## src/sv/itc_pkg.sv

```systemverilog
// ----------------------------------------------------------------------------
// itc_pkg
// Commands, register indexes, clock limits and shared types for the
// inactivity timeout and wall clock unit.
// ----------------------------------------------------------------------------
package itc_pkg;

  // command codes carried in the cmd field
  localparam logic [2:0] CMD_TICK     = 3'd0;
  localparam logic [2:0] CMD_ACTIVITY = 3'd1;
  localparam logic [2:0] CMD_SET_TIME = 3'd2;
  localparam logic [2:0] CMD_UNLOCK   = 3'd3;
  localparam logic [2:0] CMD_LOCK     = 3'd4;

  // configuration register indexes (byte address = 4 * index)
  localparam logic [2:0] REG_WARN    = 3'd0;
  localparam logic [2:0] REG_TIMEOUT = 3'd1;
  localparam logic [2:0] REG_PERIOD  = 3'd2;
  localparam logic [2:0] REG_OPEN    = 3'd3;
  localparam logic [2:0] REG_CLOSE   = 3'd4;

  // reset values of the configuration registers
  localparam logic [5:0] WARN_RESET    = 6'd18;
  localparam logic [5:0] TIMEOUT_RESET = 6'd30;
  localparam logic [5:0] PERIOD_RESET  = 6'd30;
  localparam logic [4:0] OPEN_RESET    = 5'd8;
  localparam logic [4:0] CLOSE_RESET   = 5'd20;

  // clock limits and counter saturation
  localparam logic [5:0] SECONDS_PER_MINUTE = 6'd60;
  localparam logic [5:0] MINUTES_PER_HOUR   = 6'd60;
  localparam logic [4:0] HOURS_PER_DAY      = 5'd24;
  localparam logic [5:0] COUNT_MAX          = 6'd63;

  typedef struct packed {
    logic [7:0] day;
    logic [4:0] hour;
    logic [5:0] minute;
    logic [5:0] second;
  } itc_time_t;

  typedef struct packed {
    logic [5:0] warn;
    logic [5:0] timeout;
    logic [5:0] period;
    logic [4:0] open;
    logic [4:0] close;
  } itc_cfg_t;

endpackage

```

## src/sv/inactivity_timeout_and_clock_unit.sv

```systemverilog
// ----------------------------------------------------------------------------
// inactivity_timeout_and_clock_unit
// One-second tick block: idle timeout with warning blink, status heartbeat
// and a day/hour/minute/second wall clock with a service-hours flag.
// ----------------------------------------------------------------------------
// Each accepted word produces exactly one result word. All state updates for
// a word are computed in a single pass of short counter and compare logic
// from the state registers and written at the accept edge, together with the
// output register, so a new word can be taken every cycle that in_stall is
// low. in_stall rises only while a result in the output register is stalled
// downstream; pready is always high. The user must write configuration
// registers via the APB port only while no word is in flight (not enforced).
module inactivity_timeout_and_clock_unit
  import itc_pkg::*;
(
  input  logic        clk,
  input  logic        rst,

  // configuration port
  input  logic        psel,
  input  logic        penable,
  input  logic        pwrite,
  input  logic [4:0]  paddr,
  input  logic [31:0] pwdata,
  output logic [31:0] prdata,
  output logic        pready,

  // input channel
  input  logic        in_valid,
  output logic        in_stall,
  input  logic [2:0]  cmd,
  input  logic [7:0]  set_day,
  input  logic [4:0]  set_hour,
  input  logic [5:0]  set_minute,

  // result channel
  output logic        out_valid,
  input  logic        out_stall,
  output logic        blink_on,
  output logic        session_timeout,
  output logic        heartbeat,
  output logic        out_of_hours,
  output logic [7:0]  cur_day,
  output logic [4:0]  cur_hour,
  output logic [5:0]  cur_minute,
  output logic [5:0]  cur_second
);

  itc_cfg_t   cfg;
  logic [2:0] reg_index;
  logic       cfg_write;

  logic [5:0] idle_count, idle_count_next;
  logic       blinking, blinking_next;
  logic [5:0] beat_count, beat_count_next;
  logic       unlocked, unlocked_next;
  logic       clock_valid, clock_valid_next;
  logic       closed_flag, closed_flag_next;
  itc_time_t  clock_time, clock_time_next;
  logic       ended, beat;

  logic       in_accept;

  // intermediate tick values
  logic [5:0] idle_step;
  logic [5:0] beat_step;
  logic [5:0] sec_step;
  logic [5:0] min_step;
  logic [4:0] hour_step;
  itc_time_t  tick_time;

  assign pready    = 1'b1;
  assign reg_index = paddr[4:2];
  assign cfg_write = psel && penable && pwrite && pready;

  always_comb begin
    case (reg_index)
      REG_WARN:    prdata = {26'd0, cfg.warn};
      REG_TIMEOUT: prdata = {26'd0, cfg.timeout};
      REG_PERIOD:  prdata = {26'd0, cfg.period};
      REG_OPEN:    prdata = {27'd0, cfg.open};
      REG_CLOSE:   prdata = {27'd0, cfg.close};
      default:     prdata = 32'd0;
    endcase
  end

  always_ff @(posedge clk) begin
    if (rst) begin
      cfg.warn    <= WARN_RESET;
      cfg.timeout <= TIMEOUT_RESET;
      cfg.period  <= PERIOD_RESET;
      cfg.open    <= OPEN_RESET;
      cfg.close   <= CLOSE_RESET;
    end else if (cfg_write) begin
      case (reg_index)
        REG_WARN:    cfg.warn    <= pwdata[5:0];
        REG_TIMEOUT: cfg.timeout <= pwdata[5:0];
        REG_PERIOD:  cfg.period  <= pwdata[5:0];
        REG_OPEN:    cfg.open    <= pwdata[4:0];
        REG_CLOSE:   cfg.close   <= pwdata[4:0];
        default: ;
      endcase
    end
  end

  // hold new words only while a result waits on a stalled output
  assign in_stall  = out_valid && out_stall;
  assign in_accept = in_valid && !in_stall;

  // clock advance with carries
  always_comb begin
    tick_time = clock_time;
    sec_step  = clock_time.second + 6'd1;
    min_step  = clock_time.minute + 6'd1;
    hour_step = clock_time.hour + 5'd1;
    if (sec_step >= SECONDS_PER_MINUTE) begin
      tick_time.second = 6'd0;
      if (min_step >= MINUTES_PER_HOUR) begin
        tick_time.minute = 6'd0;
        if (hour_step >= HOURS_PER_DAY) begin
          tick_time.hour = 5'd0;
          tick_time.day  = clock_time.day + 8'd1;
        end else begin
          tick_time.hour = hour_step;
        end
      end else begin
        tick_time.minute = min_step;
      end
    end else begin
      tick_time.second = sec_step;
    end
  end

  always_comb begin
    idle_count_next  = idle_count;
    blinking_next    = blinking;
    beat_count_next  = beat_count;
    unlocked_next    = unlocked;
    clock_valid_next = clock_valid;
    closed_flag_next = closed_flag;
    clock_time_next  = clock_time;
    ended            = 1'b0;
    beat             = 1'b0;

    idle_step = (unlocked && !closed_flag && idle_count < COUNT_MAX) ?
                idle_count + 6'd1 : idle_count;
    beat_step = (beat_count < COUNT_MAX) ? beat_count + 6'd1 : beat_count;

    case (cmd)
      CMD_TICK: begin
        idle_count_next = idle_step;
        if (idle_step >= cfg.warn) begin
          blinking_next = 1'b1;
        end
        // timeout check runs even while locked
        if (idle_step >= cfg.timeout) begin
          idle_count_next = 6'd0;
          blinking_next   = 1'b0;
          ended           = 1'b1;
        end
        if (unlocked) begin
          beat_count_next = beat_step;
          if (beat_step >= cfg.period) begin
            beat            = 1'b1;
            beat_count_next = 6'd0;
          end
        end
        if (clock_valid) begin
          clock_time_next  = tick_time;
          closed_flag_next = !(tick_time.hour >= cfg.open && tick_time.hour < cfg.close);
        end
      end
      CMD_ACTIVITY: idle_count_next = 6'd0;
      CMD_SET_TIME: begin
        clock_time_next.day    = set_day;
        clock_time_next.hour   = set_hour;
        clock_time_next.minute = set_minute;
        clock_valid_next       = 1'b1;
      end
      CMD_UNLOCK: unlocked_next = 1'b1;
      CMD_LOCK:   unlocked_next = 1'b0;
      default: ;
    endcase
  end

  always_ff @(posedge clk) begin
    if (rst) begin
      idle_count  <= 6'd0;
      blinking    <= 1'b0;
      beat_count  <= 6'd0;
      unlocked    <= 1'b0;
      clock_valid <= 1'b0;
      closed_flag <= 1'b0;
      clock_time  <= '0;
    end else if (in_accept) begin
      idle_count  <= idle_count_next;
      blinking    <= blinking_next;
      beat_count  <= beat_count_next;
      unlocked    <= unlocked_next;
      clock_valid <= clock_valid_next;
      closed_flag <= closed_flag_next;
      clock_time  <= clock_time_next;
    end
  end

  always_ff @(posedge clk) begin
    if (rst) begin
      out_valid <= 1'b0;
    end else begin
      if (in_accept) begin
        out_valid <= 1'b1;
      end else if (!out_stall) begin
        out_valid <= 1'b0;
      end
      if (in_accept) begin
        blink_on        <= blinking_next;
        session_timeout <= ended;
        heartbeat       <= beat;
        out_of_hours    <= closed_flag_next;
        cur_day         <= clock_time_next.day;
        cur_hour        <= clock_time_next.hour;
        cur_minute      <= clock_time_next.minute;
        cur_second      <= clock_time_next.second;
      end
    end
  end

  // a session end always drops the blink
  a_timeout_clears_blink: assert property (@(posedge clk) disable iff (rst)
    out_valid && session_timeout |-> !blink_on)
    else $error("blink still on with session timeout");

  // the input side only stalls behind a held result
  a_stall_has_result: assert property (@(posedge clk) disable iff (rst)
    in_stall |-> out_valid)
    else $error("input stalled with empty output register");

  // pulses come from ticks only
  a_pulse_from_tick: assert property (@(posedge clk) disable iff (rst)
    !rst && in_valid && !in_stall && cmd != CMD_TICK |=> !session_timeout && !heartbeat)
    else $error("pulse raised by a non-tick word");

endmodule

```

## config.mk

```make
export PLATFORM = sky130hd
export DESIGN_NAME = inactivity_timeout_and_clock_unit
export DESIGN_NICKNAME = d
export VERILOG_FILES = /design/src/sv/itc_pkg.sv /design/src/sv/inactivity_timeout_and_clock_unit.sv
export SDC_FILE = /design/constraint.sdc
export NUM_CORES = 1
export LEC_CHECK = 0
export BUFFER_PORTS_ARGS = -buffer_cell sky130_fd_sc_hd__buf_4
export CAP_MARGIN = 10
export CORE_ASPECT_RATIO = 0.5
export CORE_MARGIN = 2
export CORE_UTILIZATION = 56
export CTS_CLUSTER_DIAMETER = 60
export DETAILED_ROUTE_END_ITERATION = 16
export PLACE_DENSITY = 0.88
export SYNTH_ARGS = -nofsm -noshare
export SYNTH_HDL_FRONTEND = slang
export SYNTH_SLANG_ARGS = --single-unit
```

## constraint.sdc

```tcl
create_clock -name clk -period 3.76 [get_ports clk]
set_input_delay 0 -clock clk [delete_from_list [all_inputs] [get_ports clk]]
set_output_delay 0 -clock clk [all_outputs]
set_load 0.1 [all_outputs]
```

Word-level counts from Yosys, hierarchy flattened
Cells that the tools add are included.
{ "word_totals": {"regBits": 99, "inputBits": 66, "wordCells": 100, "output_inout_bits": 64} }
{ "classes": {"reduce_logical": 25, "n_lt_le_gt_ge": 10, "add_sub_neg": 6, "eq_ne": 9, "bitwise_logic": 1, "n_mux": 25} }
{ "ops": {"columns": ["operator", "count"], "rows": [
  ["6-bit 2-to-1 mux", 7],
  ["19-bit case mux with 2 select lines", 1],
  ["6-bit case mux with 5 select lines", 1],
  ["25-bit 2-to-1 mux", 1],
  ["6-bit by 1-bit adder with 6-bit output (second input constant)", 4],
  ["2-bit AND reduction", 10],
  ["19-bit 2-to-1 mux", 1],
  ["6-bit greater-or-equal comparator", 3],
  ["13-bit 2-to-1 mux", 1],
  ["3-bit by 2-bit equality test with 1-bit output (second input constant)", 4],
  ["6-bit greater-or-equal comparator (second input constant)", 2],
  ["6-bit less-than comparator (second input constant)", 2],
  ["6-bit case mux with 2 select lines", 1],
  ["1-bit 2-to-1 mux", 9],
  ["8-bit by 1-bit adder with 8-bit output (second input constant)", 1],
  ["8-bit 2-to-1 mux", 1],
  ["1-bit logical AND", 7],
  ["3-bit by 1-bit equality test with 1-bit output (second input constant)", 2],
  ["3-bit equality test (second input constant)", 2],
  ["3-bit zero test", 2],
  ["5-bit by 1-bit adder with 5-bit output (second input constant)", 1],
  ["5-bit greater-or-equal comparator", 1],
  ["5-bit greater-or-equal comparator (second input constant)", 1],
  ["5-bit less-than comparator", 1],
  ["other kinds (7)", 10]
]} }

Logic depth before layout (Yosys ltp)
{ "logic_depth": {"depth_word": 10, "ltp_mapped": 17, "mapped_depth_nobuf": 14} }

Worst setup path after synthesis
Ideal clock, no wire load.
{ "synth_path": {"kind": "flip-flop to flip-flop", "from": "reg out_valid", "to": "reg blink_on, enable pin", "required_ns": 3.345, "n_path_buf": 2, "setup_time_ns": 0.415, "period_less_slack_ns": 3.687, "arrival_time_ns": 3.272, "slack_ns": 0.073, "path_stages_with_launch": 6, "path_cell_list": "dfxtp_1 > and2_1 > nand2b_1 > clkbuf_1 > clkbuf_1 > nor2_1"} }
{ "synth_via": {"elab_chain_len": 4} }
{ "synth_rtl": {"columns": ["element", "line", "source"], "rows": [
  ["start: declaration", "inactivity_timeout_and_clock_unit.sv:37", "output logic out_valid,"],
  ["start signal: assignment", "inactivity_timeout_and_clock_unit.sv:208", "out_valid <= 1'b0;"],
  ["start signal: assignment", "inactivity_timeout_and_clock_unit.sv:211", "out_valid <= 1'b1;"],
  ["start signal: assignment", "inactivity_timeout_and_clock_unit.sv:213", "out_valid <= 1'b0;"],
  ["1-bit logical AND", "inactivity_timeout_and_clock_unit.sv:107", "assign in_stall = out_valid && out_stall;"],
  ["named net in_stall", "inactivity_timeout_and_clock_unit.sv:30", "output logic in_stall,"],
  ["1-bit zero test", "inactivity_timeout_and_clock_unit.sv:108", "assign in_accept = in_valid && !in_stall;"],
  ["1-bit logical AND", "inactivity_timeout_and_clock_unit.sv:108", null],
  ["2-bit AND reduction (no line)", null, null],
  ["end signal: assignment", "inactivity_timeout_and_clock_unit.sv:216", "blink_on <= blinking_next;"],
  ["end: declaration", "inactivity_timeout_and_clock_unit.sv:39", "output logic blink_on,"]
]} }
The timed path passes the listed nets, and every way through them passes these cells.
A chain may end at the register's enable or synchronous reset.

Worst setup path after layout
{ "layout_path": {"from": "reg clock_time[1] in the netlist's numbering", "to": "reg out_of_hours (data pin)"} }
{ "layout_via": {"elab_chain_len": 8, "elab_cells_between_ends": 9, "classes_between": "add/sub: 1; order compare: 3; mux: 3; reduce/logical: 2"} }
{ "layout_rtl": {"columns": ["element", "line", "source"], "rows": [
  ["start: declaration", "inactivity_timeout_and_clock_unit.sv:59", "itc_time_t clock_time, clock_time_next;"],
  ["start signal: assignment", "inactivity_timeout_and_clock_unit.sv:202", "clock_time <= clock_time_next;"],
  ["6-bit by 1-bit adder with 6-bit output *", "inactivity_timeout_and_clock_unit.sv:113", "sec_step = clock_time.second + 6'd1;"],
  ["6-bit greater-or-equal comparator *", "inactivity_timeout_and_clock_unit.sv:116", "if (sec_step >= SECONDS_PER_MINUTE) begin"],
  ["19-bit 2-to-1 mux *", "inactivity_timeout_and_clock_unit.sv:116", null],
  ["5-bit greater-or-equal comparator / 5-bit less-than comparator (equally long branches)", "inactivity_timeout_and_clock_unit.sv:170", "closed_flag_next = !(tick_time.hour >= cfg.open && tick_time.hour < cfg.close);"],
  ["1-bit logical AND *", "inactivity_timeout_and_clock_unit.sv:170", null],
  ["1-bit zero test *", "inactivity_timeout_and_clock_unit.sv:170", null],
  ["1-bit 2-to-1 mux *", "inactivity_timeout_and_clock_unit.sv:168", "if (clock_valid) begin"],
  ["1-bit 2-to-1 mux *", "inactivity_timeout_and_clock_unit.sv:149", "case (cmd)"],
  ["named net closed_flag_next", "inactivity_timeout_and_clock_unit.sv:58", "logic closed_flag, closed_flag_next;"],
  ["end signal: assignment", "inactivity_timeout_and_clock_unit.sv:219", "out_of_hours <= closed_flag_next;"],
  ["end: declaration", "inactivity_timeout_and_clock_unit.sv:42", "output logic out_of_hours,"]
]} }
Mark *: on every way through the listed nets, which the timed path passes. The rest lies on a longest branch.

==> impl_metrics.py <==
metrics = {
    "setup_path": {
        "crit_chain": "ha_2 -> nand2b_1 -> a211oi_2 -> or2_2 -> and2_2 -> o21ai_0 -> ha_1 -> nand4_1 -> o211ai_1 -> a31oi_1 -> o211ai_1 -> a211oi_1 -> nor2_1",
        "cp.arrival_ns": 3.51,
        "startpoint_type": "register",
        "crit_type": "register to register",
        "crit_path_end_kind": "register",
        "path_common_cell": "o211ai_1",
        "cp_slowest_cell": "dfxtp_1",
        "crit_fanout": 10,
        "worstPathRequired_ns": 3.86,
        "critPathMaxStageDelay_ns": 0.48,
    },
    "floorplanning": {
        "start_util_pct": 57.46,
        "coreArea_um2": 11010,
        "die_height_um": 79.17,
        "chipWidth_um": 154.3,
        "pin_count": 130,
        "die-area_um2": 12220,
        "rows": 27,
    },
    "clocking": {
        "clkLatencyLatePin_ns": 0.35,
        "clock_path_buffers": 2,
        "cts_setup_buffers": 0,
        "cts_num_sinks": 99,
        "cts-buffers-inserted": 9,
        "clk_pin_slew_ns": 0.07,
        "cts_tree": "done",
        "clockRootBuffer": "clkbuf_16",
        "cts-htree-levels": 3,
    },
    "placement": {
        "port_buffers": 74,
        "post_dp_cell_area_um2": 6828,
        "gp_congestion": 0.8885,
        "dp.cells": 925,
        "place_ws_ns": 0.2158,
        "dp_hpwl_mm": 11.25,
    },
    "synth": {
        "synth_ff_type": "dfxtp_1",
        "synth.largest_area_cell": "dfxtp_1",
        "yosys-top-cells-area": "dfxtp_1 22%, edfxtp_1 14%, ha_1 6.7%",
        "synth_seq_cells": 99,
        "async_flop_share_pct": 0,
        "yosysWarnings": 0,
        "netlist.area_leader.share_pct": 22.14,
        "synth_cell_types": 70,
        "synth_edf_count": 29,
        "syn_area_um2": 6329,
        "postSynthCellCount": 747,
        "synth_seq_area_share_pct": 35.90,
        "avgSynthCellArea_um2": 8.472,
    },
    "sta": {
        "hold_viol": 0,
        "whs_ns": 0.01672,
        "fin_ws_ns": 0.3541,
        "fmax_mhz": 293.6,
        "rsz0062_at_grt": "false",
        "tightestPinTransition_ns": 1.023,
        "min_period_ns": 3.406,
        "fin_crit_sh_pct": 90.58,
        "tns_ns": 0,
        "max_slew_margin_pct": 31.26,
        "slew_violations": 0,
        "setup_viol": 0,
        "finalClockSkew_ns": 0.006233,
    },
    "drt": {
        "dr.pass1.iters": 5,
        "viasPerCell": 6.216,
        "drt_iter0_drc": 583,
        "wl_mm": 16.28,
        "wl_per_cell_um": 17.12,
        "drc": 0,
        "final_antenna_net_count": 0,
        "vias": 5911,
    },
    "global_route": {
        "grt_usage_pct": 26.80,
        "grt_pass1_wl_mm": 26.34,
        "antenna_found_initial": 0,
        "grt_pass1_vias": 5440,
        "grt_max_degree": 50,
        "grt.overflow.total": 0,
    },
    "layout": {
        "post_route_cells_drive_above_1_share_pct": 14.64,
        "final_util_pct": 65.56,
        "fin_cells": 951,
        "multiInputGateArea_um2": 3612,
        "area_growth_pct": 14.10,
        "diodes": 0,
        "seq_area_um2": 2272,
        "nNetsFinal": 901,
        "stdcell_area_um2": 7221,
        "nFillCells": 926,
    },
    "pwr": {
        "power_density_nw_per_um2": 357.2,
        "p_leak_nw": 3.143,
        "vdd_ir_drop_max_v": 0.0001948,
        "power_mw": 2.579,
    },
    "status": {
        "status": "complete, no violations",
    },
    "hold_path": {
        "min_path_type": "primary input to register",
    },
    "flow_run": {
        "max_cap_viol_count": 0,
    },
}
==> area by class of cell <==
type	instances	share of cell area [%]
clock buffer	13	3.466
clock inverter	3	0.5372
inverter	36	1.871
multi-input combinational	561	50.03
sequential	99	31.47
tap	145	2.513
timing repair buffer	94	10.12
==> sequential cells by signal (all words and copies together), names as in the netlist, 5 cells and up <==
| name | count |
|---|---|
| cur_hour | 5 |
| idle_count | 6 |
| beat_count | 6 |
| cur_minute | 6 |
| cfg | 28 |
| cur_day | 8 |
| clock_time | 25 |
| cur_second | 6 |
==> synthesized netlist by cell type, types with 12 or more instances <==
| cell type | number |
|---|---|
| clkbuf_1 | 30 |
| ha_1 | 34 |
| nand2_1 | 65 |
| o211ai_1 | 17 |
| buf_4 | 29 |
| a31oi_1 | 16 |
| inv_1 | 36 |
| mux2i_1 | 20 |
| o21ai_0 | 36 |
| nand4_1 | 12 |
| dfxtp_1 | 70 |
| a22oi_1 | 19 |
| nor2_1 | 63 |
| nand3_1 | 28 |
| a21oi_1 | 38 |
| and3_1 | 18 |
| edfxtp_1 | 29 |
| buf_2 | 12 |
| a21o_1 | 12 |
==> cells in the final DEF (no fill, tap or decap), drive strengths merged, types with 7 or more instances in the layout <==
| master | Yosys | final |
|---|---|---|
| inv | 36 | 36 |
| conb | 2 | 27 |
| nand2b | 10 | 10 |
| nor2 | 63 | 63 |
| clkbuf | 30 | 13 |
| mux2i | 20 | 20 |
| dlygate4sd3 | 0 | 10 |
| dfxtp | 70 | 70 |
| and3 | 18 | 18 |
| and2 | 9 | 9 |
| a22oi | 20 | 20 |
| o211ai | 17 | 17 |
| nand3 | 29 | 29 |
| o21ai | 39 | 39 |
| ha | 34 | 34 |
| nor4 | 8 | 8 |
| a21oi | 38 | 38 |
| nand4 | 12 | 12 |
| nor3 | 7 | 7 |
| edfxtp | 29 | 29 |
| buf | 46 | 84 |
| a22o | 10 | 10 |
| nand2 | 65 | 65 |
| a21o | 12 | 12 |
| a31oi | 16 | 16 |
==> timing repair <==
action | in CTS | in global routing
gates resized for setup | 0 | 2
hold buffers | 10 | 0
endpoints found under the hold margin | 31 | 0
endpoints found under the setup margin | 0 | 2
==> power by group <==
part           internal [mW]  switching, mW
sequential              1.13         0.0259
combinational          0.109          0.390
clock                  0.532          0.394
==> metal layers <==
metal	up-vias	track usage, %	routed length [um]
met3	38	5.240	1412
met1	2779	35.48	7138
met2	297	44.57	7403
met4	0	8.889	323
li1	2797	-	-
met5	-	0	0
==> cells by family (layout without fill, tap and decap cells) <==
kind of cell | count (synthesis) | count (layout) | share of synthesized area, %
AO/OA/AOI/OAI | 212 | 212 | 23.11
flip-flops | 99 | 99 | 35.90
XOR/XNOR | 8 | 8 | 1.107
multiplexers | 24 | 24 | 3.875
buffers and inverters | 112 | 146 | 8.600
AND/OR/NAND/NOR | 256 | 256 | 20.56
adder cells (fa/ha/maj) | 34 | 34 | 6.722
other | 2 | 27 | 0.1187
==> critical path: cells and delay by family (launching register included) <==
kind,cells,cell delay (ns)
simple gates,5,1.00
flops,1,0.48
fa+ha+maj,2,0.64
compound gates,6,1.03
==> worst paths after layout <==
path                               from                     end  slack [ns]  cells past startpoint
min reg2reg       blinking$_SDFFE_PP0P_   blinking$_SDFFE_PP0P_        0.51                      2
min                              cmd[2]   unlocked$_SDFFE_PP0P_        0.02                      3
max reg2reg  clock_time[1]$_SDFFE_PP0P_  out_of_hours$_DFFE_PP_        0.35                     13
max          clock_time[1]$_SDFFE_PP0P_  out_of_hours$_DFFE_PP_        0.35                     13
(Power assumes the default switching activity.)
